<file path="src/sv/box_downsample_2x2_argb_unit_macros.svh">
// Assertion macros shared by the 2x2 box downsampler RTL.
// Include by bare file name; the macros use clk_i and rst_ni of the including module.
`ifndef BOX_DOWNSAMPLE_2X2_ARGB_UNIT_MACROS_SVH
`define BOX_DOWNSAMPLE_2X2_ARGB_UNIT_MACROS_SVH

// Same-cycle implication, disabled while reset is held.
`define BOXDS_ASSERT_NOW(lbl, ante, cons, msg) \
  lbl: assert property (@(posedge clk_i) disable iff (!rst_ni) (ante) |-> (cons)) \
    else $error(msg);

// Next-cycle implication, disabled while reset is held.
`define BOXDS_ASSERT_NEXT(lbl, ante, cons, msg) \
  lbl: assert property (@(posedge clk_i) disable iff (!rst_ni) (ante) |=> (cons)) \
    else $error(msg);

`endif

</file>
<file path="src/sv/boxds_pkg.sv">
// Package of the 2x2 box downsampler: sizes, the command type passed from front to back,
// and the lane arithmetic. Used by every module of the block; depends on nothing.
package boxds_pkg;

  localparam int MAX_WIDTH   = 4096;
  localparam int MAX_HEIGHT  = 4096;
  localparam int DIM_W       = 13;
  localparam int COL_W       = $clog2(MAX_WIDTH);
  localparam int ROW_W       = $clog2(MAX_HEIGHT);
  localparam int LINE_DEPTH  = MAX_WIDTH / 2;
  localparam int LIDX_W      = $clog2(LINE_DEPTH);
  localparam int LANES       = 4;
  localparam int LANE_W      = 8;
  localparam int LSUM_W      = LANE_W + 1;
  localparam int PIX_W       = LANES * LANE_W;
  localparam int SUM_W       = LANES * LSUM_W;
  localparam int QDEPTH      = 2;
  localparam int QPTR_W      = $clog2(QDEPTH);
  localparam int QCNT_W      = $clog2(QDEPTH + 1);
  localparam int APB_DW      = 32;
  localparam int APB_AW      = 3;

  // Register byte addresses.
  localparam logic [APB_AW-1:0] REG_SRC_WIDTH  = APB_AW'(0);
  localparam logic [APB_AW-1:0] REG_SRC_HEIGHT = APB_AW'(4);

  // One pair sum on its way to the back end: either stored for the row below or emitted.
  typedef struct packed {
    logic              emit;
    logic [LIDX_W-1:0] idx;
    logic [SUM_W-1:0]  sum;
    logic              row_end;
    logic              frame_end;
  } cmd_t;

  // Zero counts as one; anything above the limit is clamped to it.
  function automatic logic [DIM_W-1:0] eff_dim(input logic [DIM_W-1:0] v,
                                               input logic [DIM_W-1:0] lim);
    logic [DIM_W-1:0] r;
    if (v == '0) begin
      r = DIM_W'(1);
    end else if (v > lim) begin
      r = lim;
    end else begin
      r = v;
    end
    return r;
  endfunction

  // Lane-wise sum of two pixels into four 9-bit fields.
  function automatic logic [SUM_W-1:0] pair_sum(input logic [PIX_W-1:0] a,
                                                input logic [PIX_W-1:0] b);
    logic [SUM_W-1:0] s;
    s = '0;
    for (int l = 0; l < LANES; l++) begin
      s[l*LSUM_W +: LSUM_W] = LSUM_W'(a[l*LANE_W +: LANE_W]) +
                              LSUM_W'(b[l*LANE_W +: LANE_W]);
    end
    return s;
  endfunction

  // Adds two pair sums lane-wise and divides each lane by four.
  function automatic logic [PIX_W-1:0] average4(input logic [SUM_W-1:0] top,
                                                input logic [SUM_W-1:0] bot);
    logic [PIX_W-1:0]  p;
    logic [LSUM_W:0]   t;
    p = '0;
    for (int l = 0; l < LANES; l++) begin
      t = (LSUM_W+1)'(top[l*LSUM_W +: LSUM_W]) + (LSUM_W+1)'(bot[l*LSUM_W +: LSUM_W]);
      p[l*LANE_W +: LANE_W] = t[LSUM_W:2];
    end
    return p;
  endfunction

endpackage

</file>
<file path="src/sv/boxds_queue.sv">
// Two-entry command queue between the front and back ends of the downsampler.
// Depends on boxds_pkg and the shared assertion macros.
`include "box_downsample_2x2_argb_unit_macros.svh"

module boxds_queue (
  input  logic            clk_i,
  input  logic            rst_ni,
  input  logic            push_i,
  input  boxds_pkg::cmd_t push_cmd_i,
  input  logic            pop_i,
  output boxds_pkg::cmd_t head_o,
  output logic            empty_o,
  output logic            full_o
);

  boxds_pkg::cmd_t              slots_q [boxds_pkg::QDEPTH];
  logic [boxds_pkg::QPTR_W-1:0] wr_q, rd_q;
  logic [boxds_pkg::QCNT_W-1:0] cnt_q, cnt_d;

  assign head_o  = slots_q[rd_q];
  assign empty_o = cnt_q == '0;
  assign full_o  = cnt_q == boxds_pkg::QCNT_W'(boxds_pkg::QDEPTH);

  always_comb begin
    cnt_d = cnt_q;
    if (push_i && !pop_i) begin
      cnt_d = cnt_q + boxds_pkg::QCNT_W'(1);
    end else if (pop_i && !push_i) begin
      cnt_d = cnt_q - boxds_pkg::QCNT_W'(1);
    end
  end

  always_ff @(posedge clk_i or negedge rst_ni) begin
    if (!rst_ni) begin
      wr_q  <= '0;
      rd_q  <= '0;
      cnt_q <= '0;
    end else begin
      cnt_q <= cnt_d;
      if (push_i) begin
        wr_q <= (wr_q == boxds_pkg::QPTR_W'(boxds_pkg::QDEPTH - 1)) ? '0 :
                wr_q + boxds_pkg::QPTR_W'(1);
      end
      if (pop_i) begin
        rd_q <= (rd_q == boxds_pkg::QPTR_W'(boxds_pkg::QDEPTH - 1)) ? '0 :
                rd_q + boxds_pkg::QPTR_W'(1);
      end
    end
  end

  always_ff @(posedge clk_i) begin
    if (push_i) begin
      slots_q[wr_q] <= push_cmd_i;
    end
  end

  `BOXDS_ASSERT_NOW(a_no_overflow, push_i, !full_o, "command pushed into a full queue")
  `BOXDS_ASSERT_NOW(a_no_underflow, pop_i, !empty_o, "command popped from an empty queue")

endmodule

</file>
<file path="config.mk">
export PLATFORM = sky130hd
export DESIGN_NAME = boxds_queue
export DESIGN_NICKNAME = d
export VERILOG_FILES = /design/src/sv/boxds_pkg.sv /design/src/sv/boxds_queue.sv
export VERILOG_INCLUDE_DIRS = /design/src /design/src/sv
export SDC_FILE = /design/constraint.sdc
export NUM_CORES = 1
export LEC_CHECK = 0
export ABC_AREA = 1
export BUFFER_PORTS_ARGS = -buffer_cell sky130_fd_sc_hd__buf_4
export CAP_MARGIN = 25
export CORE_UTILIZATION = 49
export CTS_BUF_LIST = sky130_fd_sc_hd__clkbuf_2
export CTS_CLUSTER_DIAMETER = 40
export DETAILED_ROUTE_END_ITERATION = 7
export PLACE_DENSITY = 0.78
export RECOVER_POWER = 50
export SLEW_MARGIN = 30
export SYNTH_ARGS = -nofsm -noshare
export SYNTH_HDL_FRONTEND = slang
export SYNTH_SLANG_ARGS = --single-unit
</file>
<file path="constraint.sdc">
create_clock -name clk_i -period 2.94 [get_ports clk_i]
set_input_delay 0.294 -clock clk_i [delete_from_list [all_inputs] [get_ports clk_i]]
set_output_delay 0.294 -clock clk_i [all_outputs]
set_load 0.03 [all_outputs]
</file>
==> metrics.md <==
| Metric | Value |
|---|---|
| Worst Tran Pin Value | 960 ps |
| Multi-input gate area | ~830 sq um |
| Final hold viol count | 0 |
| Largest net degree at the start of global routing | 52 |
| Starting Density | 0.516 |
| Asr flop ratio synth | 0.0385 |
| Post-synthesis register bit count | around 100 |
| Reg2Reg Setup Slack | around 950 ps |
| Die height | a little over 90 um |
| Total wire length | just under 7000 um |
| Period utilization | 0.863 |
| Tot Pwr | 4.85 mW |
| Clock Sinks | ~100 |
| WP data arrival | roughly 2200 ps |
| Leakage | approximately 2.2 nW |
| Post-synth top area cell | edfxtp_1 |
| Terminus of the critical flop-to-flop path | slots_q[1][18] |
| Initial antenna violation count | 0 |
| Setup TNS | 0 ps |
| # rows | 32 |
| Crit-path slowest cell | dfrtp_4 |
| CTS tree | built |
| Die width | roughly 93 um |
| Post-synth EDFFs | 100 |
| Buffers on Ports | approximately 110 |
| Netlist cell types | 14 |
| Avg WL per Cell | roughly 15 um |
| Starting DRT DRC Count | 76 |
| Post-layout util | 0.694 |
| Fin. max-slew vios | 0 |
| Setup CP Type | flip-flop to output pin |
| Cts hold-fix bufs | 53 |
| Synth top cells by count | edfxtp_1, mux2_4, inv_1 |
| Area share of the largest cell type after synthesis | 0.738 |
| DR DRC count | 0 |
| Most common cell in the netlist | edfxtp_1 |
| Top-level I/O count | between 100 and 150 |
| Final #Nets | 402 |
| Final setup vio count | 0 |
| Avg Synthesized Cell Area | 22.5 sq um |
| Total area of sequential cells | ~0.0031 sq mm |
| Vias in the first global route | roughly 2,200 |
| Routed vias/inst | between 4 and 5 |
| Main synth FF type | edfxtp_1 |
| CP Cell Sequence | mux2_2 -> buf_4 |
| Worst r2r src | wr_q |
| Gpl congestion | roughly 0.69 |
| Synthesized net count | between 200 and 250 |
| Critical path required time | approximately 2700 ps |
| CTS Buf Count | 9 |
| Yosys Warn Count | 0 |
| Diode count | 0 |
| Grt total ovfl | 0 |
| Worst Path Max Fanout | 51 |
| Peak Freq | 394 MHz |
| CP peak stage delay | between 1000 and 1500 ps |
| Clk root buf | clkbuf_2 |
| Area Overhead vs Synth | 34.5% |
| Die area | between 0.008 and 0.009 sq mm |
| Max-cap check violation count | 0 |
| Run status | finished clean |
| Clock Latency Late Sink | 530 ps |
| Post-synthesis sequential area ratio | 0.763 |
| Max transition margin | 0.359 |
| Worst reg2reg path depth | 3 |
| RSZ-0062 raised after global routing | no |
| GRT Resource Usage Total | 0.169 |
| Dpl hpwl | 4220 um |
| DRT Pass-1 Iters | 6 |
| Hold Path Class | input port to asynchronous set/reset pin |
| Top cells by area, synth | edfxtp_1, mux2_4, buf_12, dfrtp_1, inv_1 |
| CTS max path bufs | 2 |
| Setup crit start kind | flip-flop |
| Core area | between 0.007 and 0.008 sq mm |
| CTS resizes | 0 |
| Setup crit end kind | output pin |
| Vias | between 2,000 and 2,500 |
| Synth Instances | ~180 |
| PD cells | between 800 and 900 mW/mm^2 |
| Minimum clock period | 2540 ps |
| Peak VDD IR | between 0.5 and 0.6 mV |
| Share of cells above drive strength 1 | 0.452 |
| Place WS | slightly below 1000 ps |
| # fillers | approximately 530 |
| First-pass GRT wire length | roughly 11,000 um |
| Setup WS post-layout | around 400 ps |
| Reg clk slew, reported paths | 240 ps |
| Worst Clk Skew | 27.1 ps |
| Remaining antenna violation count after routing | 0 |
| H-tree levels | 3 |
| Mapped cell area | about 0.004 sq mm |
| Postcts setup bufs | 0 |
flip-flops by register name, indices dropped and copies added (netlist names):
| name | count |
|---|---|
| rd_q | 1 |
| slots_q | 100 |
| wr_q | 1 |
| cnt_q | 2 |
per-layer routing:
| metal | share of wire | GRT usage | vias to the layer above |
|---|---|---|---|
| met3 | 0.051 | 0.0333 | 8 |
| li1 | - | - | 1029 |
| met2 | 0.51 | 0.291 | 75 |
| met5 | 0 | 0 | - |
| met4 | 0.015 | 0.0731 | 0 |
| met1 | 0.42 | 0.207 | 1003 |
stage by stage:
step	std cells	hold slack [ps]	cell area [sq um]
global route	454	48.0	5470
global placement	385	92.8	4920
floorplan	181	-1.59	4070
finish	454	100	5470
CTS	454	18.7	5540
detailed placement	385	94.0	4920
worst max-delay path by stage:
stage               startpoint            end  slack (ps)  cells past startpoint
global route              rd_q     head_o[29]         290                      2
detailed placement        rd_q     head_o[29]         990                      2
finish                    rd_q     head_o[29]         400                      2
global placement          rd_q     head_o[29]        1000                      2
floorplan                 wr_q  slots_q[0][0]         800                      1
CTS                       rd_q     head_o[29]         350                      2
logic make-up after synthesis:
group / after synthesis / synth area share
flops: 104 / 0.763
fa+ha+maj: 1 / 0.00308
simple gates: 10 / 0.0102
xor+xnor: 3 / 0.00646
mux: 50 / 0.184
buf+inv: 13 / 0.0338
layout make-up:
cell class / instances / area share
clock buffers: 11 / 0.0101
clock inverters: 5 / 0.00594
inverters: 7 / 0.00480
multi-input cells: 64 / 0.152
flip-flops and latches: 104 / 0.568
well taps: 102 / 0.0233
repair buffers: 161 / 0.236
critical path: cells and delay by family, from the launching register on:
family                 cells  cell delay [ps]
buffers and inverters      1              170
flip-flops                 1             1120
multiplexers               1              430
where the power goes:
part           leakage, nW  internal (mW)  switching (mW)  total (mW)
Combinational         1.16           1.00            1.04        2.04
Sequential           0.985           1.97           0.276        2.24
Clock               0.0661          0.120           0.442       0.562
Total                 2.21           3.09            1.76        4.85
placed cells by master (no fill, tap or decap), types with 2 or more instances in the layout:
cell type      instances
edfxtp_1             100
buf_4                 55
dlygate4sd3_1         53
mux2_4                49
clkbuf_4              35
clkbuf_1              17
clkbuf_2              11
inv_1                  7
nand2_1                5
clkinv_2               3
dfrtp_1                3
nor2_1                 2
xor2_1                 2
(Power assumes the default switching activity.)
