`src/sv/box_downsample_2x2_argb_unit_macros.svh`:
```
// Assertion macros shared by the 2x2 box downsampler RTL.
// Include by bare file name; the macros use clk_i and rst_ni of the including module.
`ifndef BOX_DOWNSAMPLE_2X2_ARGB_UNIT_MACROS_SVH
`define BOX_DOWNSAMPLE_2X2_ARGB_UNIT_MACROS_SVH

// Same-cycle implication, disabled while reset is held.
`define BOXDS_ASSERT_NOW(lbl, ante, cons, msg) \
  lbl: assert property (@(posedge clk_i) disable iff (!rst_ni) (ante) |-> (cons)) \
    else $error(msg);

// Next-cycle implication, disabled while reset is held.
`define BOXDS_ASSERT_NEXT(lbl, ante, cons, msg) \
  lbl: assert property (@(posedge clk_i) disable iff (!rst_ni) (ante) |=> (cons)) \
    else $error(msg);

`endif

```
`src/sv/boxds_pkg.sv`:
```
// Package of the 2x2 box downsampler: sizes, the command type passed from front to back,
// and the lane arithmetic. Used by every module of the block; depends on nothing.
package boxds_pkg;

  localparam int MAX_WIDTH   = 4096;
  localparam int MAX_HEIGHT  = 4096;
  localparam int DIM_W       = 13;
  localparam int COL_W       = $clog2(MAX_WIDTH);
  localparam int ROW_W       = $clog2(MAX_HEIGHT);
  localparam int LINE_DEPTH  = MAX_WIDTH / 2;
  localparam int LIDX_W      = $clog2(LINE_DEPTH);
  localparam int LANES       = 4;
  localparam int LANE_W      = 8;
  localparam int LSUM_W      = LANE_W + 1;
  localparam int PIX_W       = LANES * LANE_W;
  localparam int SUM_W       = LANES * LSUM_W;
  localparam int QDEPTH      = 2;
  localparam int QPTR_W      = $clog2(QDEPTH);
  localparam int QCNT_W      = $clog2(QDEPTH + 1);
  localparam int APB_DW      = 32;
  localparam int APB_AW      = 3;

  // Register byte addresses.
  localparam logic [APB_AW-1:0] REG_SRC_WIDTH  = APB_AW'(0);
  localparam logic [APB_AW-1:0] REG_SRC_HEIGHT = APB_AW'(4);

  // One pair sum on its way to the back end: either stored for the row below or emitted.
  typedef struct packed {
    logic              emit;
    logic [LIDX_W-1:0] idx;
    logic [SUM_W-1:0]  sum;
    logic              row_end;
    logic              frame_end;
  } cmd_t;

  // Zero counts as one; anything above the limit is clamped to it.
  function automatic logic [DIM_W-1:0] eff_dim(input logic [DIM_W-1:0] v,
                                               input logic [DIM_W-1:0] lim);
    logic [DIM_W-1:0] r;
    if (v == '0) begin
      r = DIM_W'(1);
    end else if (v > lim) begin
      r = lim;
    end else begin
      r = v;
    end
    return r;
  endfunction

  // Lane-wise sum of two pixels into four 9-bit fields.
  function automatic logic [SUM_W-1:0] pair_sum(input logic [PIX_W-1:0] a,
                                                input logic [PIX_W-1:0] b);
    logic [SUM_W-1:0] s;
    s = '0;
    for (int l = 0; l < LANES; l++) begin
      s[l*LSUM_W +: LSUM_W] = LSUM_W'(a[l*LANE_W +: LANE_W]) +
                              LSUM_W'(b[l*LANE_W +: LANE_W]);
    end
    return s;
  endfunction

  // Adds two pair sums lane-wise and divides each lane by four.
  function automatic logic [PIX_W-1:0] average4(input logic [SUM_W-1:0] top,
                                                input logic [SUM_W-1:0] bot);
    logic [PIX_W-1:0]  p;
    logic [LSUM_W:0]   t;
    p = '0;
    for (int l = 0; l < LANES; l++) begin
      t = (LSUM_W+1)'(top[l*LSUM_W +: LSUM_W]) + (LSUM_W+1)'(bot[l*LSUM_W +: LSUM_W]);
      p[l*LANE_W +: LANE_W] = t[LSUM_W:2];
    end
    return p;
  endfunction

endpackage

```
`src/sv/boxds_front.sv`:
```
// Front end of the 2x2 box downsampler: takes pixel beats, tracks the source position,
// pairs columns and issues commands. Depends on boxds_pkg.
module boxds_front (
  input  logic                          clk_i,
  input  logic                          rst_ni,
  input  logic                          s_tvalid,
  output logic                          s_tready,
  input  logic [boxds_pkg::PIX_W-1:0]   s_tdata,
  input  logic [boxds_pkg::DIM_W-1:0]   src_width_i,
  input  logic [boxds_pkg::DIM_W-1:0]   src_height_i,
  input  logic                          restart_i,
  input  logic                          full_i,
  output logic                          push_o,
  output boxds_pkg::cmd_t               cmd_o
);

  logic [boxds_pkg::COL_W-1:0] col_q, col_d;
  logic [boxds_pkg::ROW_W-1:0] row_q, row_d;
  logic [boxds_pkg::PIX_W-1:0] held_q;
  logic [boxds_pkg::DIM_W-1:0] w, h;
  logic [boxds_pkg::DIM_W-2:0] half_w_m1, half_h_m1;
  logic                        accept, last_col, last_row, col_wrap, row_wrap;

  assign w = boxds_pkg::eff_dim(src_width_i, boxds_pkg::DIM_W'(boxds_pkg::MAX_WIDTH));
  assign h = boxds_pkg::eff_dim(src_height_i, boxds_pkg::DIM_W'(boxds_pkg::MAX_HEIGHT));

  // Index of the last destination column and row; unreachable when the size is below two.
  assign half_w_m1 = w[boxds_pkg::DIM_W-1:1] - (boxds_pkg::DIM_W-1)'(1);
  assign half_h_m1 = h[boxds_pkg::DIM_W-1:1] - (boxds_pkg::DIM_W-1)'(1);

  assign s_tready = !full_i;
  assign accept   = s_tvalid && s_tready;

  assign last_col = {1'b0, col_q[boxds_pkg::COL_W-1:1]} == half_w_m1;
  assign last_row = {1'b0, row_q[boxds_pkg::ROW_W-1:1]} == half_h_m1;
  assign col_wrap = ({1'b0, col_q} + boxds_pkg::DIM_W'(1)) >= w;
  assign row_wrap = ({1'b0, row_q} + boxds_pkg::DIM_W'(1)) >= h;

  // Odd columns complete a pair; even rows store it, odd rows emit.
  assign push_o          = accept && col_q[0];
  assign cmd_o.emit      = row_q[0];
  assign cmd_o.idx       = col_q[boxds_pkg::COL_W-1:1];
  assign cmd_o.sum       = boxds_pkg::pair_sum(held_q, s_tdata);
  assign cmd_o.row_end   = last_col;
  assign cmd_o.frame_end = last_col && last_row;

  always_comb begin
    col_d = col_q;
    row_d = row_q;
    if (restart_i) begin
      col_d = '0;
      row_d = '0;
    end else if (accept) begin
      if (col_wrap) begin
        col_d = '0;
        row_d = row_wrap ? '0 : row_q + boxds_pkg::ROW_W'(1);
      end else begin
        col_d = col_q + boxds_pkg::COL_W'(1);
      end
    end
  end

  always_ff @(posedge clk_i or negedge rst_ni) begin
    if (!rst_ni) begin
      col_q <= '0;
      row_q <= '0;
    end else begin
      col_q <= col_d;
      row_q <= row_d;
    end
  end

  always_ff @(posedge clk_i) begin
    if (accept && !col_q[0]) begin
      held_q <= s_tdata;
    end
  end

endmodule

```
`config.mk`:
```
export PLATFORM = sky130hd
export DESIGN_NAME = boxds_front
export DESIGN_NICKNAME = d
export VERILOG_FILES = /design/src/sv/box_downsample_2x2_argb_unit_macros.svh /design/src/sv/boxds_pkg.sv /design/src/sv/boxds_front.sv
export SDC_FILE = /design/constraint.sdc
export NUM_CORES = 1
export LEC_CHECK = 0
export ABC_AREA = 1
export BUFFER_PORTS_ARGS = -buffer_cell sky130_fd_sc_hd__buf_4
export CELL_PAD_IN_SITES_DETAIL_PLACEMENT = 1
export CELL_PAD_IN_SITES_GLOBAL_PLACEMENT = 2
export CORE_AREA = 2 2 142 144
export CTS_CLUSTER_DIAMETER = 50
export CTS_CLUSTER_SIZE = 30
export DETAILED_ROUTE_END_ITERATION = 10
export DIE_AREA = 0 0 144 146
export HOLD_SLACK_MARGIN = 0.12
export PLACE_DENSITY_LB_ADDON = 0.08
export SLEW_MARGIN = 20
export SYNTH_ARGS = -nofsm -noshare
export SYNTH_HDL_FRONTEND = slang
export SYNTH_SLANG_ARGS = --single-unit
```
`constraint.sdc`:
```
create_clock -name clk_i -period 2.69 [get_ports clk_i]
set_input_delay 0 -clock clk_i [delete_from_list [all_inputs] [get_ports clk_i]]
set_output_delay 0 -clock clk_i [all_outputs]
set_load 0.01 [all_outputs]
```
==> impl_metrics.toml, run 1 <==
[cts]
path_clk_slew_ns = 0.08
clk_latency_ns = 0.31
cts_max_path_buffers = 2
cts_buffers = 5
clock-sinks = 56
cts_tree = "done"
root_buffer = "clkbuf_16"
ctsHtreeMaxLevel = 2

[yosys]
synth_top_area_cell = "edfxtp_1"
yosysTopAreaCellShare_pct = 17.8
synth-main-ff-cell = "edfxtp_1"
syn-num-nets = 847
syn_area_per_cell_sq_um = 7.51
ys_async_sr_fraction_pct = 42.9
syn_area_sq_um = 5390
yosysWarningCount = 0
synth_cell_types = 39
synth_seq_cells = 56
synth_area_leaders = "edfxtp_1, ha_1, dfrtp_1, nand2_1, inv_1"
synth_edf_count = 32
yosysSeqAreaShare_pct = 29.0
syn_inst = 718

[floorplan]
die_x_um = 144
die_h_um = 146
die-area_sq_um = 21000
io-pin-count = 115
core_region_area_sq_um = 19300
num_rows = 51
initial_core_util_pct = 27.9

[detailed_routing]
drc_errors = 0
via_per_inst = 4.60
vias = 5511
wl_um = 17900
wl_per_cell_um = 14.9
drtAntennaViolNets = 0
drtIter0Drc = 110
first_pass_iters = 4

[final_layout]
final_util_pct = 40.7
layout_commonest_cell = "buf_4"
nets = 1060
synthToLayoutAreaGrowth_pct = 45.9
layout_common_cells = "buf_4, nand2_1, inv_1"
fillers = 2339
ff_latch_area_sq_um = 1560
diodes = 0
multi_input_area_sq_um = 3500
layout-drive-gt1-share_pct = 28.4

[grt]
antenna_found_initial = 0
grt_max_degree = 25
grt.overflow.total = 0
grt_usage_pct = 17.4
grt_pass1_wl_um = 29600
grt_pass1_vias = 6001

[timing]
setup_viol = 24
whs_ns = 0.135
fin_crit_sh_pct = 108
fin_skew_ns = 0.00733
rsz0062_at_grt = "true"
max_slew_margin_pct = 45.6
fin_crit_ns = 2.91
fmax_mhz = 344
tightest_slew_ns = 0.814
fin_ws_ns = -0.217
slew_violations = 0
hold_viol_final = 0

[critical_path]
path_class = "reg2reg"
crit_fanout = 12
critPathLaunchType = "flip-flop"
cp-end-kind = "flip-flop"
cp.required_ns = 2.89
cp.arrival_ns = 3.11

[run_status]
failed_checks = "negative setup slack"
status = "finished, violations left"

[run]
cap_violations = 0

[pwr]
power_density_nw_per_um2 = 380
peakVddDrop_v = 0.000271
p_total_uw = 2990
power_leakage_uw = 0.00396

[placed_design]
numPortBuffers = 114
dp_hpwl_um = 14200
place_congestion = 0.821

[min_path]
min_path_type = "in2async"
synth_stat cells (2+ instances only):
library cell / count
o21ai_0: 43
nor4_1: 2
a21o_1: 6
a21oi_1: 36
nor2_1: 68
nor3_2: 2
nand3_2: 2
nand4_1: 12
dfrtp_1: 24
ha_1: 62
nand3_1: 76
buf_6: 3
or2_0: 2
nand2_1: 134
o41ai_1: 3
o31ai_1: 2
xor2_1: 39
nand2_2: 4
nor3_1: 7
o21ai_1: 3
fa_1: 4
xnor2_1: 7
edfxtp_1: 32
clkbuf_1: 6
inv_1: 106
o221ai_1: 2
o21bai_1: 3
buf_4: 14
nand2_4: 4
worst max-delay path, cell delays in order (launching register included):
cell	delay, ns
dfrtp_1	0.40
buf_4	0.13
nand2_1	0.04
nor3_1	0.15
nand2_1	0.12
nor2_2	0.14
nand2_1	0.10
nor3_2	0.15
xor2_1	0.19
inv_1	0.09
ha_1	0.31
nand2_1	0.10
nor4b_4	0.26
nand4_1	0.14
nand3_2	0.11
nor2_4	0.05
buf_12	0.14
a21oi_2	0.12
a21oi_1	0.04
state kept, by name, indices dropped and copies added (netlist names):
name,flops
held_q,32
col_q,12
row_q,12
layout make-up:
type | instances | area share, %
sequential | 56 | 19.9
inverter | 107 | 5.17
multi-input combinational | 529 | 44.4
clock buffer | 5 | 1.59
timing repair buffer | 232 | 24.5
clock inverter | 3 | 0.270
tap | 265 | 4.22
kinds of logic (layout without fill, tap and decap cells):
logic type	Yosys count	in the layout	share of synthesized area, %
AO/OA/AOI/OAI	99	99	10.2
buffers and inverters	133	347	11.0
adder cells (fa/ha/maj)	66	66	15.9
XOR/XNOR	47	47	7.78
AND/OR/NAND/NOR	317	317	26.2
flip-flops	56	56	29.0
path summary, 6_finish.rpt:
kind / startpoint / end / slack (ns) / cells past startpoint
max: row_q[3] / row_q[0] / -0.22 / 18
min: rst_ni / row_q[1] / 0.14 / 2
max reg2reg: row_q[3] / row_q[0] / -0.22 / 18
min reg2reg: row_q[11] / row_q[11] / 0.60 / 2
max in group asynchronous: rst_ni / col_q[2] / 2.28 / 2
min in group clk_i: restart_i / row_q[2] / 0.14 / 5
where the power goes:
group          total [uW]  internal [uW]  leakage (uW)  switching (uW)
logic                1290            637       0.00326             653
registers             995            962      0.000630            32.8
clock network         706            349     0.0000702             357
total                2990           1950       0.00396            1040
per-layer routing:
metal	up-vias	GRT usage (%)	part of all wire [%]
met5	-	0	0
met4	0	4.22	1.3
met3	15	1.81	3.0
met2	87	29.8	48
met1	2621	23.6	48
li1	2788	-	-
through the flow:
| stage | setup slack, ns | cell area, sq um | instances | setup TNS, ns |
|---|---|---|---|---|
| floorplan | 0.0141 | 5390 | 718 | 0 |
| global placement | -0.517 | 6940 | 1139 | -8.24 |
| detailed placement | -0.626 | 6940 | 1139 | -11.17 |
| CTS | -0.208 | 7690 | 1193 | -4.22 |
| global route | -0.448 | 7870 | 1197 | -10.27 |
| finish | -0.217 | 7870 | 1197 | -4.08 |
what timing repair did:
item / in CTS / in global routing
pin swaps: 17 / 14
hold buffers: 33 / 0
gates cloned: 1 / 1
gates resized for setup: 42 / 35
endpoints found under the setup margin: 24 / 26
buffers inserted: 12 / 3
hold endpoints to repair: 56 / 0
Note: power is estimated with default switching activity, not from simulation.
==> run 2: changes to the inputs <==
==> constraint.sdc (replaced) <==
create_clock -name clk_i -period 2.5 [get_ports clk_i]
set_input_delay 0 -clock clk_i [delete_from_list [all_inputs] [get_ports clk_i]]
set_output_delay 0 -clock clk_i [all_outputs]
set_load 0.01 [all_outputs]
==> impl_metrics.toml, run 2 (synthesis gave the netlist of run 1 again) <==
[critical_path]
critPathLaunchType = "flip-flop"
cp-end-kind = "flip-flop"
cp.arrival_ns = 3.06
crit_fanout = 8
path_class = "reg2reg"
reg2reg_slack_ns = -0.36
r2r_end = "row_q[2]"
cp.required_ns = 2.70
worstRegToRegCells = 17
r2r-start = "col_q[1]"

[min_path]
min_path_type = "in2async"

[cts]
cts_buffers = 5
root_buffer = "clkbuf_16"
cts_max_path_buffers = 2
ctsHtreeMaxLevel = 2
clk_latency_ns = 0.31
cts_tree = "done"
clock-sinks = 56
path_clk_slew_ns = 0.08

[grt]
grt_usage_pct = 17.5
antenna_found_initial = 0
grt_pass1_vias = 6144
grt.overflow.total = 0
grt_pass1_wl_um = 29800
grt_max_degree = 33

[detailed_routing]
drtIter0Drc = 152
dr.max_layer_used = "met4"
vias = 5700
drc_errors = 0
wl_met2_um = 8840
met3_length_um = 662
wl_per_cell_um = 14.8
first_pass_iters = 4
drtAntennaViolNets = 0
via_per_inst = 4.62
wl_met1_um = 8470
wl_um = 18200

[floorplan]
num_rows = 51
core_region_area_sq_um = 19300
initial_core_util_pct = 27.9
die_h_um = 146
io-pin-count = 115
die_x_um = 144
die-area_sq_um = 21000

[timing]
max_slew_margin_pct = 53.7
fmax_mhz = 349
fin_crit_ns = 2.86
tns_ns = -7.29
fin_crit_sh_pct = 114
tightest_slew_ns = 0.688
slew_violations = 0
fin_ws_ns = -0.362
setup_viol = 24
fin_skew_ns = 0.00582
whs_ns = 0.138
hold_viol_final = 0
rsz0062_at_grt = "true"

[pwr]
peakVddDrop_v = 0.000321
p_total_uw = 3260
power_leakage_uw = 0.00416
power_density_nw_per_um2 = 398

[final_layout]
layout-drive-gt1-share_pct = 32.6
reg_top3 = "held_q: 32 flops, col_q: 12 flops, row_q: 12 flops"
synthToLayoutAreaGrowth_pct = 51.8
diodes = 0
layout_common_cells = "buf_4, nand2_1, inv_1"
regMostFlops = "held_q"
layout_commonest_cell = "buf_4"
final_area_sq_um = 8180
nets = 1097
largest_reg_flops = 32

[run]
cap_violations = 0

[placed_design]
pre_cts_slack_ns = -0.714
place_congestion = 0.836
dp_hpwl_um = 14300
place_area_sq_um = 7180
numPortBuffers = 114

[run_status]
status = "finished, violations left"
failed_checks = "negative setup slack"
[run 2: changes by cell type in the layout (fill, tap and decap cells not counted), moves of 3 or more]
cell / change
buf_4: +37
o21ai_0: -8
nand3_1: -7
nand3_2: +7
o21ai_1: +5
o21ai_2: +3
[run 2: layout make-up]
| cell class | count | area, sq um |
|---|---|---|
| Inverter | 107 | 407 |
| Timing Repair Buffer | 269 | 2180 |
| Sequential cell | 56 | 1560 |
| Fill cell | 2350 | 11200 |
| Clock buffer | 5 | 125 |
| Multi-Input combinational cell | 529 | 3550 |
| Clock inverter | 3 | 22.5 |
| Tap cell | 265 | 332 |
[run 2: worst max-delay path by stage]
stage               slack (ns)     start  depth (start not counted)        end
finish                   -0.36  col_q[1]                         17   row_q[2]
global route             -0.61  col_q[1]                         17  row_q[11]
CTS                      -0.32  col_q[0]                         17   row_q[2]
detailed placement       -0.71  row_q[5]                         16   row_q[0]
global placement         -0.64  row_q[5]                         16   row_q[0]
floorplan                -0.06  col_q[1]                         18   row_q[8]
[run 2: through the flow]
step / util, % / std cells
6_report: 42.3 / 1234
5_1_grt: 42.3 / 1234
4_1_cts: 41.7 / 1230
3_5_place_dp: 37.1 / 1169
3_3_place_gp: 37.1 / 1169
2_1_floorplan: - / 718
[run 2: layer usage]
layer	GRT usage, %	vias to the layer above
met4	3.68	0
met5	0	-
met3	1.91	16
met1	22.9	2726
li1	-	2859
met2	31.0	99
[run 2: power breakdown]
group / switching [uW] / internal [uW]
clock network: 389 / 378
registers: 39.3 / 1040
logic: 717 / 696
total: 1150 / 2110
[run 2: worst max-delay path: stages, from the launching register on]
cell	delay [ns]
dfrtp_2	0.43
inv_2	0.07
nor3_4	0.21
nand4_1	0.19
nor2_2	0.21
nand2_2	0.10
buf_4	0.14
xor2_2	0.15
ha_1	0.33
nand2_1	0.11
nor2_4	0.05
a21oi_2	0.12
nand4_1	0.12
nand2_2	0.13
clkinv_4	0.11
buf_6	0.15
nand3_1	0.07
nand2_1	0.05
[run 2: repair_timing]
item / in CTS / in global routing
cloned: 1 / 0
endpoints found under the hold margin: 59 / 0
pin swaps: 29 / 9
hold buffers: 34 / 0
setup buffers: 18 / 4
resized for setup: 49 / 27
setup endpoints to repair: 24 / 32
